--- config.mk ---
export PLATFORM = sky130hd
export DESIGN_NAME = binary_to_decimal_ascii_core
export DESIGN_NICKNAME = d
export VERILOG_FILES = /design/src/hdl/b2da_pkg.sv /design/src/hdl/b2da_dp.sv /design/src/hdl/b2da_ctrl.sv /design/src/hdl/binary_to_decimal_ascii_core.sv
export VERILOG_INCLUDE_DIRS = /design/src /design/src/hdl
export SDC_FILE = /design/constraint.sdc
export NUM_CORES = 1
export LEC_CHECK = 0
export BUFFER_PORTS_ARGS = -buffer_cell sky130_fd_sc_hd__buf_2
export CAP_MARGIN = 10
export CORE_ASPECT_RATIO = 1.1
export CORE_MARGIN = 1
export CORE_UTILIZATION = 45
export DETAILED_ROUTE_END_ITERATION = 8
export MAX_ROUTING_LAYER = met4
export PLACE_DENSITY = 0.73
export SYNTH_ARGS = -nofsm -noshare
export SYNTH_HDL_FRONTEND = slang
export SYNTH_SLANG_ARGS = --single-unit
--- constraint.sdc ---
create_clock -name clk_i -period 3 [get_ports clk_i]
set_input_delay 0.15 -clock clk_i [delete_from_list [all_inputs] [get_ports clk_i]]
set_output_delay 0.15 -clock clk_i [all_outputs]
set_load 0.005 [all_outputs]
--- src/hdl/binary_to_decimal_ascii_core_macros.svh ---
// Assertion helpers for the decimal text converter.
`ifndef BINARY_TO_DECIMAL_ASCII_CORE_MACROS_SVH
`define BINARY_TO_DECIMAL_ASCII_CORE_MACROS_SVH

`ifndef SYNTHESIS

// Property holds at every clock edge out of reset.
`define B2DA_ASSERT(lbl, clk, rst_n, prop) \
  lbl: assert property (@(posedge clk) disable iff (!rst_n) (prop)) \
    else $error("b2da assertion failed");

// Trigger implies consequence in the following cycle.
`define B2DA_ASSERT_NEXT(lbl, clk, rst_n, trig, cons) \
  lbl: assert property (@(posedge clk) disable iff (!rst_n) (trig) |=> (cons)) \
    else $error("b2da assertion failed");

`else

`define B2DA_ASSERT(lbl, clk, rst_n, prop)
`define B2DA_ASSERT_NEXT(lbl, clk, rst_n, trig, cons)

`endif

`endif

--- src/hdl/b2da_pkg.sv ---
package b2da_pkg;

  localparam int BinW   = 32;
  localparam int DigitW = 4;
  localparam int DigitN = 10;
  localparam int BcdW   = DigitW * DigitN;
  localparam int CntW   = 5;
  localparam int RemW   = 4;
  localparam int CharW  = 6;

  localparam logic [CntW-1:0]  CntLast   = CntW'(BinW - 1);
  localparam logic [RemW-1:0]  RemInit   = RemW'(DigitN - 1);
  localparam logic [CharW-1:0] AsciiZero = 6'd48;

  // controller -> datapath
  typedef struct packed {
    logic load;   // capture new value, clear BCD
    logic shift;  // one double-dabble step
    logic skip;   // drop a leading zero digit
    logic emit;   // load top digit into output register
  } cmd_t;

  // datapath -> controller
  typedef struct packed {
    logic cnt_last;  // this shift is the final one
    logic top_zero;  // most significant remaining digit is zero
    logic rem_zero;  // only one digit remains
    logic out_free;  // output register can take a digit
  } stat_t;

endpackage

--- src/hdl/b2da_dp.sv ---
`include "binary_to_decimal_ascii_core_macros.svh"

module b2da_dp (
  input  logic                       clk_i,
  input  logic                       rst_ni,
  input  b2da_pkg::cmd_t             cmd_i,
  output b2da_pkg::stat_t            stat_o,
  input  logic [31:0]                value_i,
  output logic                       out_valid_o,
  input  logic                       out_ready_i,
  output logic [5:0]                 digit_char_o,
  output logic                       last_o
);
  import b2da_pkg::*;

  logic [BinW-1:0]   bin_q, bin_d;
  logic [BcdW-1:0]   bcd_q, bcd_d;
  logic [BcdW-1:0]   adj;
  logic [CntW-1:0]   cnt_q, cnt_d;
  logic [RemW-1:0]   rem_q, rem_d;
  logic              out_valid_q, out_valid_d;
  logic [CharW-1:0]  char_q, char_d;
  logic              last_q, last_d;
  logic [DigitW-1:0] top_digit;

  // add-3 correction on every digit, independent per digit
  always_comb begin
    for (int i = 0; i < DigitN; i++) begin
      if (bcd_q[DigitW*i +: DigitW] >= 4'd5) begin
        adj[DigitW*i +: DigitW] = bcd_q[DigitW*i +: DigitW] + 4'd3;
      end else begin
        adj[DigitW*i +: DigitW] = bcd_q[DigitW*i +: DigitW];
      end
    end
  end

  assign top_digit = bcd_q[BcdW-1 -: DigitW];

  // conversion registers next value
  always_comb begin
    bin_d = bin_q;
    bcd_d = bcd_q;
    cnt_d = cnt_q;
    rem_d = rem_q;
    if (cmd_i.load) begin
      bin_d = value_i;
      bcd_d = '0;
      cnt_d = '0;
      rem_d = RemInit;
    end else if (cmd_i.shift) begin
      bcd_d = {adj[BcdW-2:0], bin_q[BinW-1]};
      bin_d = {bin_q[BinW-2:0], 1'b0};
      cnt_d = cnt_q + 1'b1;
    end else if (cmd_i.skip || cmd_i.emit) begin
      bcd_d = {bcd_q[BcdW-DigitW-1:0], {DigitW{1'b0}}};
      rem_d = rem_q - 1'b1;
    end
  end

  // output register
  always_comb begin
    out_valid_d = out_valid_q;
    char_d      = char_q;
    last_d      = last_q;
    if (cmd_i.emit) begin
      out_valid_d = 1'b1;
      char_d      = AsciiZero + {2'b00, top_digit};
      last_d      = (rem_q == '0);
    end else if (out_ready_i) begin
      out_valid_d = 1'b0;
    end
  end

  always_ff @(posedge clk_i or negedge rst_ni) begin
    if (!rst_ni) begin
      cnt_q       <= '0;
      rem_q       <= '0;
      out_valid_q <= 1'b0;
    end else begin
      cnt_q       <= cnt_d;
      rem_q       <= rem_d;
      out_valid_q <= out_valid_d;
    end
  end

  always_ff @(posedge clk_i) begin
    bin_q  <= bin_d;
    bcd_q  <= bcd_d;
    char_q <= char_d;
    last_q <= last_d;
  end

  assign stat_o.cnt_last = (cnt_q == CntLast);
  assign stat_o.top_zero = (top_digit == '0);
  assign stat_o.rem_zero = (rem_q == '0);
  assign stat_o.out_free = !out_valid_q || out_ready_i;

  assign out_valid_o  = out_valid_q;
  assign digit_char_o = char_q;
  assign last_o       = last_q;

  // an emitted digit is always a decimal character
  `B2DA_ASSERT_NEXT(a_emit_char, clk_i, rst_ni, cmd_i.emit, (char_q - AsciiZero) <= 6'd9)
  // final digit flagged exactly when the count runs out
  `B2DA_ASSERT_NEXT(a_emit_last, clk_i, rst_ni, cmd_i.emit && (rem_q == '0), last_q)
  // the first shift starts from a cleared counter
  `B2DA_ASSERT_NEXT(a_load_cnt, clk_i, rst_ni, cmd_i.load, cnt_q == '0)

endmodule

--- src/hdl/b2da_ctrl.sv ---
`include "binary_to_decimal_ascii_core_macros.svh"

module b2da_ctrl (
  input  logic            clk_i,
  input  logic            rst_ni,
  input  logic            valid_i,
  output logic            ready_o,
  input  b2da_pkg::stat_t stat_i,
  output b2da_pkg::cmd_t  cmd_o
);
  import b2da_pkg::*;

  typedef enum logic [3:0] {
    StIdle = 4'b0001,
    StConv = 4'b0010,
    StSkip = 4'b0100,
    StEmit = 4'b1000
  } state_e;

  state_e state_q, state_d;

  // sequencing: convert, strip leading zeros, emit digits
  always_comb begin
    state_d = state_q;
    cmd_o   = '0;
    ready_o = 1'b0;
    case (state_q)
      StIdle: begin
        ready_o = 1'b1;
        if (valid_i) begin
          cmd_o.load = 1'b1;
          state_d    = StConv;
        end
      end
      StConv: begin
        cmd_o.shift = 1'b1;
        if (stat_i.cnt_last) begin
          state_d = StSkip;
        end
      end
      StSkip: begin
        if (stat_i.top_zero && !stat_i.rem_zero) begin
          cmd_o.skip = 1'b1;
        end else begin
          state_d = StEmit;
        end
      end
      StEmit: begin
        if (stat_i.out_free) begin
          cmd_o.emit = 1'b1;
          if (stat_i.rem_zero) begin
            state_d = StIdle;
          end
        end
      end
      default: begin
        state_d = StIdle;
      end
    endcase
  end

  always_ff @(posedge clk_i or negedge rst_ni) begin
    if (!rst_ni) begin
      state_q <= StIdle;
    end else begin
      state_q <= state_d;
    end
  end

  // never overwrite a digit still waiting at the output
  `B2DA_ASSERT(a_emit_free, clk_i, rst_ni, !cmd_o.emit || stat_i.out_free)
  // an accepted item starts conversion
  `B2DA_ASSERT_NEXT(a_accept_conv, clk_i, rst_ni, valid_i && ready_o, state_q == StConv)
  // after the last shift the zero stripping begins
  `B2DA_ASSERT_NEXT(a_conv_skip, clk_i, rst_ni, cmd_o.shift && stat_i.cnt_last, state_q == StSkip)
  // the last remaining digit is never stripped
  `B2DA_ASSERT(a_skip_keep, clk_i, rst_ni, !cmd_o.skip || !stat_i.rem_zero)

endmodule

--- src/hdl/binary_to_decimal_ascii_core.sv ---
// 32-bit binary to decimal ASCII text, one digit per result, most significant first.
// An item runs bit-serial double dabble over all 32 input bits, strips up to 9 leading
// zeros, takes one setup step, then gives one digit per cycle while the output is taken.
// A new item is accepted once the final digit is loaded into the output register.
// Reset (rst_ni low, asynchronous) returns the controller to idle and drops out_valid_o.
module binary_to_decimal_ascii_core (
  input  logic        clk_i,
  input  logic        rst_ni,
  input  logic        valid_i,
  output logic        ready_o,
  input  logic [31:0] value_i,
  output logic        out_valid_o,
  input  logic        out_ready_i,
  output logic [5:0]  digit_char_o,
  output logic        last_o
);
  import b2da_pkg::*;

  cmd_t  cmd;
  stat_t stat;

  // sequencer
  b2da_ctrl u_ctrl (
    .clk_i   (clk_i),
    .rst_ni  (rst_ni),
    .valid_i (valid_i),
    .ready_o (ready_o),
    .stat_i  (stat),
    .cmd_o   (cmd)
  );

  // shift registers, BCD correction and output register
  b2da_dp u_dp (
    .clk_i        (clk_i),
    .rst_ni       (rst_ni),
    .cmd_i        (cmd),
    .stat_o       (stat),
    .value_i      (value_i),
    .out_valid_o  (out_valid_o),
    .out_ready_i  (out_ready_i),
    .digit_char_o (digit_char_o),
    .last_o       (last_o)
  );

endmodule

## Yosys cells after proc, flatten, opt, wreduce, memory -nomap -nowiden

Index checks and enable logic that the tools add are counted.

| word-level totals | value |
|---|---|
| bits in latches | 0 |
| bits of input ports | 36 |
| memories kept | 0 |
| register bits after elaboration | 93 |
| bits in read-only memories | 0 |
| bits in writable memories | 0 |
| output and inout port bits | 9 |

| cells by class | value |
|---|---|
| mux-type cells | 35 |
| div/mod/pow operators | 0 |
| reduce and logical (&&, ||, !) cells | 13 |
| add/subtract/negate cells | 13 |
| shifts and indexed selects | 0 |
| magnitude comparators | 10 |
| bitwise gates (word level) | 0 |
| multiply operators | 0 |
| equal/unequal tests | 11 |

Operators with widths:

| operator | count |
|---|---|
| 40-bit 2-to-1 mux | 2 |
| 4-bit 2-to-1 mux | 17 |
| 32-bit 2-to-1 mux | 2 |
| 4-bit by 3-bit greater-or-equal comparator with 1-bit output (second input constant) | 10 |
| 4-bit by 2-bit adder with 4-bit output (second input constant) | 9 |
| 4-bit case mux with 4 select lines | 1 |
| 1-bit 2-to-1 mux | 10 |
| 5-bit 2-to-1 mux | 2 |
| 4-bit zero test | 2 |
| 2-bit != test (second input constant) | 4 |
| 2-bit nonzero test | 4 |
| 5-bit by 5-bit adder with 6-bit output (first input constant) | 1 |
| 5-bit by 1-bit adder with 5-bit output (second input constant) | 1 |
| 5-bit == test (second input constant) | 1 |
| 5-bit AND reduction | 1 |
| 4-bit by 1-bit == test with 1-bit output (second input constant) | 1 |
| 4-bit by 2-bit == test with 1-bit output (second input constant) | 1 |
| 4-bit by 3-bit == test with 1-bit output (second input constant) | 1 |
| 4-bit == test (second input constant) | 1 |
| 2-bit by 1-bit != test with 1-bit output (second input constant) | 2 |
| 4-bit by 1-bit subtractor with 4-bit output (second input constant) | 1 |
| 3-bit by 2-bit adder with 3-bit output (second input constant) | 1 |
| 3-bit 2-to-1 mux | 1 |
| 1-bit zero test | 2 |
| 3 further kinds | 4 |

## Depth between registers and ports, before layout

Gate-level depths: netlist of the first run.

| depth | value |
|---|---|
| depth in word-level cells | 9 |
| depth in mapped cells | 9 |
| gate-level depth less buffers | 7 |

## Cells and area by module

A second synthesis of the first run with hierarchy kept.

| unflattened totals | value |
|---|---|
| cell total of the unflattened synthesis | 469 |
| area total of the unflattened synthesis | 4958.5 µm² |

By module, submodules not included:

| module | sequential area each (µm²) | cells each | area an instance (µm²) | instances |
|---|---|---|---|---|
| b2da_dp | 2162.1 | 442 | 4693.3 | 1 |
| b2da_ctrl | 101.3 | 27 | 265.3 | 1 |

## Worst setup path before layout of the first run

Ideal clock, no wire load.

| path | value |
|---|---|
| path kind | flip-flop to flip-flop |
| start point | reg u_ctrl.state_q[0] |
| end point | reg u_dp.bin_q[0], enable pin |
| path slack | 0.261 ns |
| setup time | 0.389 ns |
| path buffers | 2 |
| arrival | 2.350 ns |
| cell stages (with the launch flop) | 6 |
| required time | 2.611 ns |
| clock period less this slack | 2.739 ns |
| path through | dfstp_2 -> nor4b_1 -> nand2_1 -> buf_2 -> buf_2 -> nand2_1 |

| between the ends | value |
|---|---|
| word-level cells in the longest chain between the ends | 3 |
| elaborated cells between the ends (all ways) | 5 |
| those cells by class | eq/ne: 2; mux: 2; reduce/logical: 1 |

Ends and longest elaborated chain:

| element | line | text |
|---|---|---|
| start, declared | b2da_ctrl.sv:20 | `state_e state_q, state_d;` |
| start signal, assigned | b2da_ctrl.sv:64 | `state_q <= StIdle;` |
| start signal, assigned | b2da_ctrl.sv:66 | `state_q <= state_d;` |
| 4-bit by 2-bit == test with 1-bit output / 4-bit by 1-bit == test with 1-bit output (equally long branches) | b2da_ctrl.sv:27 | `case (state_q)` |
| 1-bit 2-to-1 mux | b2da_ctrl.sv:27 |  |
| 2-bit nonzero test (no line) (*) | n/a |  |
| end signal, assigned | b2da_dp.sv:87 | `bin_q <= bin_d;` |
| end, declared | b2da_dp.sv:16 | `logic [BinW-1:0] bin_q, bin_d;` |

Every way passes the cells marked *; elsewhere a longest branch is shown, timed or not.
A chain may end at the register's enable or synchronous reset.

## Worst setup path after layout of the first run

| path | value |
|---|---|
| start point | reg u_ctrl.state_q[1] |
| end point | reg u_dp.bcd_q[10] |

| between the ends | value |
|---|---|
| word-level cells in the longest chain between the ends | 4 |
| elaborated cells between the ends (all ways) | 11 |
| those cells by class | eq/ne: 4; mux: 5; reduce/logical: 2 |

Ends and longest elaborated chain:

| element | line | text |
|---|---|---|
| 4-bit by 3-bit == test with 1-bit output / 4-bit == test (equally long branches) | b2da_ctrl.sv:27 |  |
| 1-bit 2-to-1 mux | b2da_ctrl.sv:27 |  |
| 1-bit logical OR | b2da_dp.sv:54 | `end else if (cmd_i.skip \|\| cmd_i.emit) begin` |
| 2-bit nonzero test (no line) | n/a |  |
| end signal, assigned | b2da_dp.sv:88 | `bcd_q <= bcd_d;` |
| end, declared | b2da_dp.sv:17 | `logic [BcdW-1:0] bcd_q, bcd_d;` |

Parallel ways exist; a longest one is shown, timed or not.

==> results of run 1 <==
what timing repair did:
| action | CTS | global route |
|---|---|---|
| hold buffers | 1 | 0 |
| endpoints found under the setup margin | 0 | 0 |
| hold endpoints to repair | 14 | 0 |
cell type report:
cell class,count,share of cell area
Multi-Input combinational cell,419,0.455
Sequential cell,91,0.392
Timing Repair Buffer,53,0.0533
Clock buffer,10,0.0396
Tap cell,147,0.0318
Inverter,24,0.0156
Clock inverter,6,0.0128
registers in the layout, indices dropped and copies added (netlist names):
signal / cells
u_dp.cnt_q: 5
u_dp.rem_q: 4
u_dp.digit_char_o: 4
u_dp.last_o: 1
u_dp.bcd_q: 40
u_dp.out_valid_o: 1
u_dp.bin_q: 32
u_ctrl.state_q: 4
stage by stage:
stage	cell area [sq um]	power, W	std cells
final	5780	0.00641	750
after global routing	5780	0.00689	750
after CTS	5780	0.00641	750
after detailed placement	5460	0.00524	733
after global placement	5460	0.00508	733
after floorplan	5170	0.00458	569
placed cells by master (no fill, tap or decap), types with 2 or more instances in the layout:
cell type,netlist,routed
xor2_1,2,2
a32oi_1,2,2
ha_1,25,25
nor2_1,21,21
a211oi_1,26,26
buf_2,13,42
clkbuf_16,0,9
nand2_1,134,134
o31ai_1,9,9
o21ai_0,25,25
and3_1,4,4
a21oi_1,46,46
mux2i_1,18,18
mux2_2,2,2
edfxtp_1,37,37
nor4b_2,2,3
nor3b_1,11,11
nand2b_1,11,11
a311oi_1,8,8
nor3_1,10,10
dfrtp_1,13,13
clkinvlp_4,0,2
nand3_1,2,2
buf_4,11,9
nor4b_1,3,2
inv_1,24,24
o32a_1,9,9
and3b_1,18,18
or4b_2,1,2
xnor2_1,11,11
o22ai_1,2,2
conb_1,1,2
dfxtp_1,40,40
kinds of logic after synthesis:
| group | Yosys count | synth area share |
|---|---|---|
| fa+ha+maj | 25 | 0.0605 |
| buf+inv | 59 | 0.0555 |
| flops | 91 | 0.438 |
| compound gates | 135 | 0.171 |
| simple gates | 224 | 0.212 |
| other cells | 1 | 0.000726 |
| xor+xnor | 13 | 0.0220 |
| mux | 20 | 0.0392 |
critical path: cells and delay by family, from the launching register on:
family,cells,cell delay [ns]
AND/OR/NAND/NOR,2,0.73
AO/OA/AOI/OAI,2,1.03
flip-flops,1,0.47
per-layer routing:
layer  routed length (um)  share of wire  vias to the layer above
met2                 5370           0.48                      105
met3                  410          0.037                       26
met4                  238          0.021                        0
met5                    0              0                        -
met1                 5190           0.46                     2019
li1                     -              -                     2075
power by group through the flow:
stage / logic [W] / registers, W / clock network [W]
2_1_floorplan: 0.00226 / 0.00232 / 0
4_1_cts: 0.00280 / 0.00244 / 0.00117
3_5_place_dp: 0.00278 / 0.00246 / 0
5_1_grt: 0.00315 / 0.00252 / 0.00122
6_report: 0.00280 / 0.00245 / 0.00116
3_3_place_gp: 0.00265 / 0.00243 / 0
worst max-delay path by stage:
stage / startpoint / to / depth (start not counted)
2_1_floorplan: u_ctrl.state_q[0]$_DFFE_PN1P_ / u_dp.bin_q[0]$_SDFFCE_PN0P_ / 5
3_3_place_gp: u_ctrl.state_q[1]$_DFFE_PN0P_ / u_dp.bcd_q[22]$_SDFFE_PP0P_ / 4
3_5_place_dp: u_ctrl.state_q[3]$_DFFE_PN0P_ / u_dp.bcd_q[10]$_SDFFE_PP0P_ / 5
4_1_cts: u_ctrl.state_q[3]$_DFFE_PN0P_ / u_dp.bcd_q[10]$_SDFFE_PP0P_ / 5
5_1_grt: u_dp.bcd_q[36]$_SDFFE_PP0P_ / u_dp.bcd_q[5]$_SDFFE_PP0P_ / 6
6_report: u_ctrl.state_q[1]$_DFFE_PN0P_ / u_dp.bcd_q[10]$_SDFFE_PP0P_ / 4
==> impl_metrics.yaml, run 1 <==
outcome:
  status: "finished, final reports clean"
cts:
  cts.sinks: 91
  numCtsBuffers: 9
  cts_tree: "yes"
  clockBufferDepth: 2
  clk_latency_ns: 0.34
  post_cts_resized: 0
  htree_levels: 3
  postCtsSetupBuffers: 0
  clk_pin_slew_ns: 0.07
  cts_root_buffer: "clkbuf_16"
pwr:
  swShare: 0.407
  sequentialPowerShare: 0.382
  p_switching_w: 0.00261
  p_leak_nw: 2.47
  internal-power_w: 0.00380
  power_density_nw_per_um2: 1110
  power.share.clock: 0.181
  ir_worst_vdd_mv: 0.572
  p_comb_frac: 0.437
sta:
  setup_tns_ns: 0
  fin_ws_ns: 0.651
  whs_ns: 0.0673
  finalSetupViolCount: 0
  finClkSkew_ns: 0.00846
  slew_headroom: 0.406
  hold_violations: 0
  worst_slew_pin_slew_ns: 0.887
  slew_viol_final: 0
  rsz0062_at_grt: "false"
  period_minus_slack_ns: 2.35
  finalCritPeriodShare: 0.783
  fmax_mhz: 426
finish:
  syn_to_final_growth_pct: 11.8
  final_core_utilization: 0.522
  fillers: 993
  seq_area_sq_um: 2260
  fin_nets: 659
  multi_input_area_sq_um: 2630
  drive_gt1_frac: 0.131
  diodes: 0
detailed_routing:
  drc: 0
  ant_nets: 0
  drt_iter0_drc: 269
  routed_wl_um: 11200
  viasPerCell: 5.63
  wire_per_inst_um: 14.9
  dr.pass1.iters: 5
  vias: 4225
yosys:
  postSynthAreaPerCell_sq_um: 9.10
  yosys.area.top_type: "edfxtp_1"
  synthTopCellsByArea: "edfxtp_1, dfxtp_1, nand2_1, dfrtp_1, ha_1"
  synth_most_common_cell: "nand2_1"
  synth.yosys.warnings: 0
  synth_ff_type: "dfxtp_1"
  ys_ff_latch: 91
  async_reset_ff_frac: 0.154
  synth_top_cells_by_count: "nand2_1, a21oi_1, dfxtp_1, edfxtp_1, a211oi_1"
  syn_inst: 568
  synth_cell_types: 49
  synth-edff-count: 37
  syn-cell-area_sq_um: 5170
  synth_top_area_frac: 0.215
  seq_area_frac_synth: 0.438
grt:
  grt_use_met3: 0.0228
  top_usage_layer: "met2"
  grt_pass1_vias: 4010
  track_usage: 0.200
  antenna_found_initial: 0
  grt_max_degree: 47
  grt_pass1_wl_um: 18700
  grtUsageMet1: 0.239
  use_met2: 0.336
  grt.overflow.total: 0
critical_path:
  r2r-end: "u_dp.bcd_q[10]$_SDFFE_PP0P_"
  required_ns: 3.25
  crit_chain: "or4b_1 > o21ai_4 > nor3_1 > a311oi_1"
  cp_slowest_stage_delay_ns: 0.74
  arrival_ns: 2.60
  rrSetupSlack_ns: 0.65
  rr_startpoint: "u_ctrl.state_q[1]$_DFFE_PN0P_"
  cp_slowest_cell: "o21ai_4"
  cp-start-kind: "flop"
  endpoint_kind: "flop"
  r2r_cells: 4
  path_class: "flop to flop"
  path_max_fanout: 27
die:
  initial_core_util: 0.467
  rows: 40
  core_area_sq_um: 11100
  io_pins: 45
  die_h_um: 114
  die-area_sq_um: 11900
  die_width_um: 104
min_path:
  worstHoldPathCells: 3
  holdPathEnd: "u_dp.bin_q[17]$_DFFE_PP_"
  hold_class: "primary input to flop"
  holdCritStartpoint: "value_i[17]"
place:
  pre_cts_ws_ns: 0.719
  dpl.hpwl_um: 7180
  gp_congestion: 0.822
  io_buffers: 42
run:
  cap_violations: 0
Note: power is estimated with default switching activity, not from simulation.
==> run 2: changes to the inputs <==
--- a/config.mk
+++ b/config.mk
@@ -13,7 +13,7 @@
 export CORE_UTILIZATION = 45
 export DETAILED_ROUTE_END_ITERATION = 8
 export MAX_ROUTING_LAYER = met4
-export PLACE_DENSITY = 0.73
+export PLACE_DENSITY = 0.75
 export SYNTH_ARGS = -nofsm -noshare
 export SYNTH_HDL_FRONTEND = slang
 export SYNTH_SLANG_ARGS = --single-unit
==> constraint.sdc (replaced) <==
create_clock -name clk_i -period 2 [get_ports clk_i]
set_input_delay 0.1 -clock clk_i [delete_from_list [all_inputs] [get_ports clk_i]]
set_output_delay 0.1 -clock clk_i [all_outputs]
set_load 0.005 [all_outputs]
==> run 2 against run 1 <==
  * Final area rose by 4.0%
  * Non-clock buffer count rose by 13
  * Clock-buffer cell count fell by 1
  * Cell count rose by 1.7%
  * Maximum frequency rose by 23%
  * First-iteration DRC count rose by 17%
  * Critical path type unchanged
  * Largest cell class unchanged
==> impl_metrics.yaml, run 2 (synthesis results as in run 1) <==
finish:
  top_register: "u_dp.bcd_q"
  design_area_sq_um: 6010
  largest_reg_flops: 40
  diodes: 0
  syn_to_final_growth_pct: 16.3
  fin_nets: 672
  layout.cells.non_filler: 763
  final_common_cell: "nand2_1"
  drive_gt1_frac: 0.162
  layout_common_cells: "nand2_1, a21oi_1, buf_2"
  reg_top3: "u_dp.bcd_q (40), u_dp.bin_q (32), u_dp.cnt_q (5)"
outcome:
  status: "finished, final reports clean"
place:
  place_inst: 746
  io_buffers: 42
  post_dp_cell_area_sq_um: 5630
  gp_congestion: 0.782
  dpl.hpwl_um: 7610
pwr:
  power_density_nw_per_um2: 1660
  p_leak_nw: 2.58
  ir_worst_vdd_mv: 1.02
grt:
  grt_pass1_wl_um: 19000
  grt_max_degree: 71
  antenna_found_initial: 0
  grt.overflow.total: 0
  track_usage: 0.203
  grt_pass1_vias: 4057
critical_path:
  rr_startpoint: "u_dp.rem_q[0]$_DFFE_PN0P_"
  path_max_fanout: 23
  startpoint: "u_dp.rem_q[0]$_DFFE_PN0P_"
  rrSetupSlack_ns: 0.09
  critPathTopFamily: "compound AO/OA/AOI/OAI gates"
  r2r-end: "u_dp.bcd_q[17]$_SDFFE_PP0P_"
  crit_buf_inv: 1
  crit_chain: "inv_1 > ha_1 > or3b_4 > a32o_4 > mux2i_1 > a211oi_1"
  path_class: "flop to flop"
  crit_end: "u_dp.bcd_q[17]$_SDFFE_PP0P_"
  required_ns: 2.25
  endpoint_kind: "flop"
  cp_slowest_stage_delay_ns: 0.41
  arrival_ns: 2.16
  r2r_cells: 6
  crit_cells: 6
  cp_slowest_cell: "a32o_4"
  cp-start-kind: "flop"
die:
  io_pins: 45
  initial_core_util: 0.467
  core_area_sq_um: 11100
  die_h_um: 114
  rows: 40
  die_width_um: 104
  die-area_sq_um: 11900
sta:
  whs_ns: 0.0189
  period_minus_slack_ns: 1.91
  finalSetupViolCount: 0
  setup_tns_ns: 0
  slew_viol_final: 0
  rsz0062_at_grt: "false"
  finalCritPeriodShare: 0.955
  hold_violations: 0
  finClkSkew_ns: 0.00566
  fmax_mhz: 523
detailed_routing:
  drt_iter0_drc: 314
  vias: 4207
  wire_per_inst_um: 14.9
  ant_nets: 0
  viasPerCell: 5.51
  dr.pass1.iters: 4
  drc: 0
  routed_wl_um: 11400
cts:
  cts_tree: "yes"
  htree_levels: 3
  clk_pin_slew_ns: 0.07
  clockBufferDepth: 2
  cts_root_buffer: "clkbuf_16"
  cts.sinks: 91
  clk_latency_ns: 0.34
  numCtsBuffers: 9
run:
  cap_violations: 0
min_path:
  worstHoldPathCells: 3
  hold_class: "primary input to flop"
## run 2: power by group
part	internal, W	leakage [nW]	switching (W)
Sequential	0.00300	0.861	0.000639
Clock	0.000989	0.145	0.000760
Combinational	0.00196	1.57	0.00264
Total	0.00595	2.58	0.00404
## run 2: worst min-delay path: cells and delay by family
| family | cells | cell delay (ns) |
|---|---|---|
| buf+inv | 1 | 0.07 |
| simple gates | 2 | 0.08 |
## run 2: what timing repair did
action	in CTS	in global routing
endpoints found under the hold margin	14	0
endpoints found under the setup margin	18	11
setup buffers	0	0
pin swaps	0	2
hold buffers	1	0
resized for setup	5	5
## run 2: layer usage
metal / vias to the layer above / global-route usage / share of wire
li1: 2106 / - / -
met1: 2009 / 0.246 / 0.44
met2: 84 / 0.347 / 0.50
met3: 8 / 0.0313 / 0.042
met4: 0 / 0.0676 / 0.0089
met5: - / - / 0
## run 2: layout make-up
| cell class | count | area, sq um |
|---|---|---|
| Fill cell | 980 | 5050 |
| Multi-Input combinational cell | 419 | 2700 |
| Sequential cell | 91 | 2260 |
| Timing Repair Buffer | 66 | 455 |
| Clock buffer | 9 | 225 |
| Tap cell | 147 | 184 |
| Inverter | 24 | 90.1 |
| Clock inverter | 7 | 82.6 |
## run 2: worst min-delay path by stage
stage,startpoint,end,slack (ns)
global route,value_i[7],u_dp.bin_q[7]$_DFFE_PP_,0.02
CTS,value_i[9],u_dp.bin_q[9]$_DFFE_PP_,0.01
finish,value_i[9],u_dp.bin_q[9]$_DFFE_PP_,0.02
floorplan,rst_ni,u_ctrl.state_q[1]$_DFFE_PN0P_,-0.20
global placement,rst_ni,u_ctrl.state_q[1]$_DFFE_PN0P_,0.01
detailed placement,rst_ni,u_ctrl.state_q[1]$_DFFE_PN0P_,0.02
## run 2: stage by stage
step	worst slack [ns]	util	total power, W
after floorplan	0.00626	-	0.00690
after global placement	0.00503	0.509	0.00787
after detailed placement	-0.0731	0.509	0.00816
after CTS	0.00907	0.540	0.00997
after global routing	0.00152	0.543	0.0108
final	0.0893	0.543	0.00999
==> run 3: changes to the inputs <==
--- a/config.mk
+++ b/config.mk
@@ -13,7 +13,7 @@
 export CORE_UTILIZATION = 45
 export DETAILED_ROUTE_END_ITERATION = 8
 export MAX_ROUTING_LAYER = met4
-export PLACE_DENSITY = 0.75
+export PLACE_DENSITY = 0.73
 export SYNTH_ARGS = -nofsm -noshare
 export SYNTH_HDL_FRONTEND = slang
 export SYNTH_SLANG_ARGS = --single-unit
==> constraint.sdc (replaced) <==
create_clock -name clk_i -period 2.3 [get_ports clk_i]
set_input_delay 0.46 -clock clk_i [delete_from_list [all_inputs] [get_ports clk_i]]
set_output_delay 0.46 -clock clk_i [all_outputs]
set_load 0.005 [all_outputs]
==> run 3 against run 2 <==
  * Clock power is 15% lower
  * Global-route usage down 0.18 points
  * Cell count decreased by 1.0%
  * Hold slack got worse by 0.016 ns
  * Worst setup slack better by 0.061 ns
  * Sequential share of layout area grew 0.88 points
  * Register-to-register slack better by 0.06 ns
  * Critical path depth decreased by 2
  * Sequential power decreased by 12%
  * Non-clock buffer count down 8
  * Flip-flop and latch count unchanged
  * Critical path type unchanged
  * Highest routed layer unchanged
==> impl_metrics.yaml, run 3 (synthesis results as in run 1) <==
critical_path:
  rrSetupSlack_ns: 0.15
  required_ns: 2.49
  crit_chain: "nor4b_2 > a21oi_1 > nand2_1 > a311oi_1"
  cp-start-kind: "flop"
  arrival_ns: 2.34
  endpoint_kind: "flop"
  path_max_fanout: 9
  path_class: "flop to flop"
  cp_slowest_stage_delay_ns: 0.64
  cp_slowest_cell: "nor4b_2"
grt:
  grt_max_degree: 47
  antenna_found_initial: 0
  grt_pass1_vias: 3970
  track_usage: 0.201
  grt_pass1_wl_um: 18800
  grt.overflow.total: 0
cts:
  cts_root_buffer: "clkbuf_16"
  clockBufferDepth: 2
  clk_pin_slew_ns: 0.07
  htree_levels: 3
  clk_latency_ns: 0.34
  cts_tree: "yes"
  numCtsBuffers: 9
  cts.sinks: 91
  postCtsSetupBuffers: 0
sta:
  finalSetupViolCount: 0
  slew_viol_final: 0
  hold_violations: 0
  worst_slew_pin_slew_ns: 0.631
  fmax_mhz: 465
  slew_headroom: 0.578
  rsz0062_at_grt: "false"
  finClkSkew_ns: 0.0106
  fin_ws_ns: 0.150
  finalCritPeriodShare: 0.935
  period_minus_slack_ns: 2.15
  setup_tns_ns: 0
detailed_routing:
  dr.pass1.iters: 5
  wire_per_inst_um: 14.9
  routed_wl_um: 11200
  ant_nets: 0
  viasPerCell: 5.65
  vias: 4267
  drc: 0
  drt_iter0_drc: 273
run:
  cap_violations: 0
finish:
  largest_reg_flops: 40
  fin_nets: 664
  top_register: "u_dp.bcd_q"
  multi_input_area_sq_um: 2650
  drive_gt1_frac: 0.145
  layout_common_cells: "nand2_1, a21oi_1, buf_2"
  syn_to_final_growth_pct: 13.5
  final_common_cell: "nand2_1"
  seq_area_sq_um: 2260
  reg_top3: "u_dp.bcd_q (40), u_dp.bin_q (32), u_dp.cnt_q (5)"
  fillers: 963
  diodes: 0
die:
  io_pins: 45
  die_h_um: 114
  die-area_sq_um: 11900
  initial_core_util: 0.467
  core_area_sq_um: 11100
  rows: 40
  die_width_um: 104
pwr:
  ir_worst_vdd_mv: 0.753
  power_density_nw_per_um2: 1450
  p_leak_nw: 2.50
place:
  dpl.hpwl_um: 7370
  io_buffers: 42
  pre_cts_ws_ns: 0.144
  gp_congestion: 0.802
outcome:
  status: "finished, final reports clean"
min_path:
  hold_class: "primary input to async pin"
## run 3: cell count changes in the layout (fill, tap and decap cells not counted), sizes merged
cell / before / now
clkinv: 1 / 2
inv: 27 / 25
clkinvlp: 2 / 3
dlygate4sd3: 1 / 0
buf: 65 / 58
## run 3: cell type report
cell class,count,share of cell area
multi-input cells,419,0.451
flip-flops and latches,91,0.386
repair buffers,58,0.0648
clock buffers,9,0.0384
well taps,147,0.0314
inverters,24,0.0154
clock inverters,7,0.0130
## run 3: metal layers
metal,GRT usage,part of all wire
met2,0.332,0.50
met5,-,0
met3,0.0330,0.039
met4,0.0705,0.014
met1,0.252,0.45
## run 3: what timing repair did
| action | CTS | global route |
|---|---|---|
| resized for setup | 0 | 1 |
| endpoints found under the setup margin | 0 | 11 |
| hold buffers | 0 | 0 |
## run 3: worst paths after layout
path | startpoint | end | cells past startpoint
max in group asynchronous | rst_ni | u_ctrl.state_q[0]$_DFFE_PN1P_ | 1
worst max-delay path | u_ctrl.state_q[1]$_DFFE_PN0P_ | u_dp.bcd_q[22]$_SDFFE_PP0P_ | 4
worst min register to register | u_dp.bcd_q[37]$_SDFFE_PP0P_ | u_dp.digit_char_o[1]$_DFFE_PP_ | 0
worst min-delay path | rst_ni | u_dp.cnt_q[2]$_DFFE_PN0P_ | 1
worst max register to register | u_ctrl.state_q[1]$_DFFE_PN0P_ | u_dp.bcd_q[22]$_SDFFE_PP0P_ | 4
min in group clk_i | value_i[20] | u_dp.bin_q[20]$_DFFE_PP_ | 3
## run 3: power breakdown
part / switching, W / internal (W) / leakage [nW]
registers: 0.000587 / 0.00260 / 0.861
logic: 0.00219 / 0.00163 / 1.51
clock network: 0.000645 / 0.000847 / 0.138
total: 0.00342 / 0.00508 / 2.50
## run 3: per-stage QoR
step	std cells	utilization	area [sq um]	hold WS, ns	power (W)
4_1_cts	755	0.529	5860	0.00476	0.00851
6_report	755	0.530	5870	0.00328	0.00850
3_3_place_gp	739	0.502	5550	0.369	0.00680
5_1_grt	755	0.530	5870	0.0227	0.00919
3_5_place_dp	739	0.502	5550	0.371	0.00699
2_1_floorplan	569	-	5180	0.164	0.00598
## run 3: critical path: cells and delay by family, from the launching register on
kind	cells	cell delay, ns
AND/OR/NAND/NOR	2	1.09
flip-flops	1	0.48
AO/OA/AOI/OAI	2	0.42
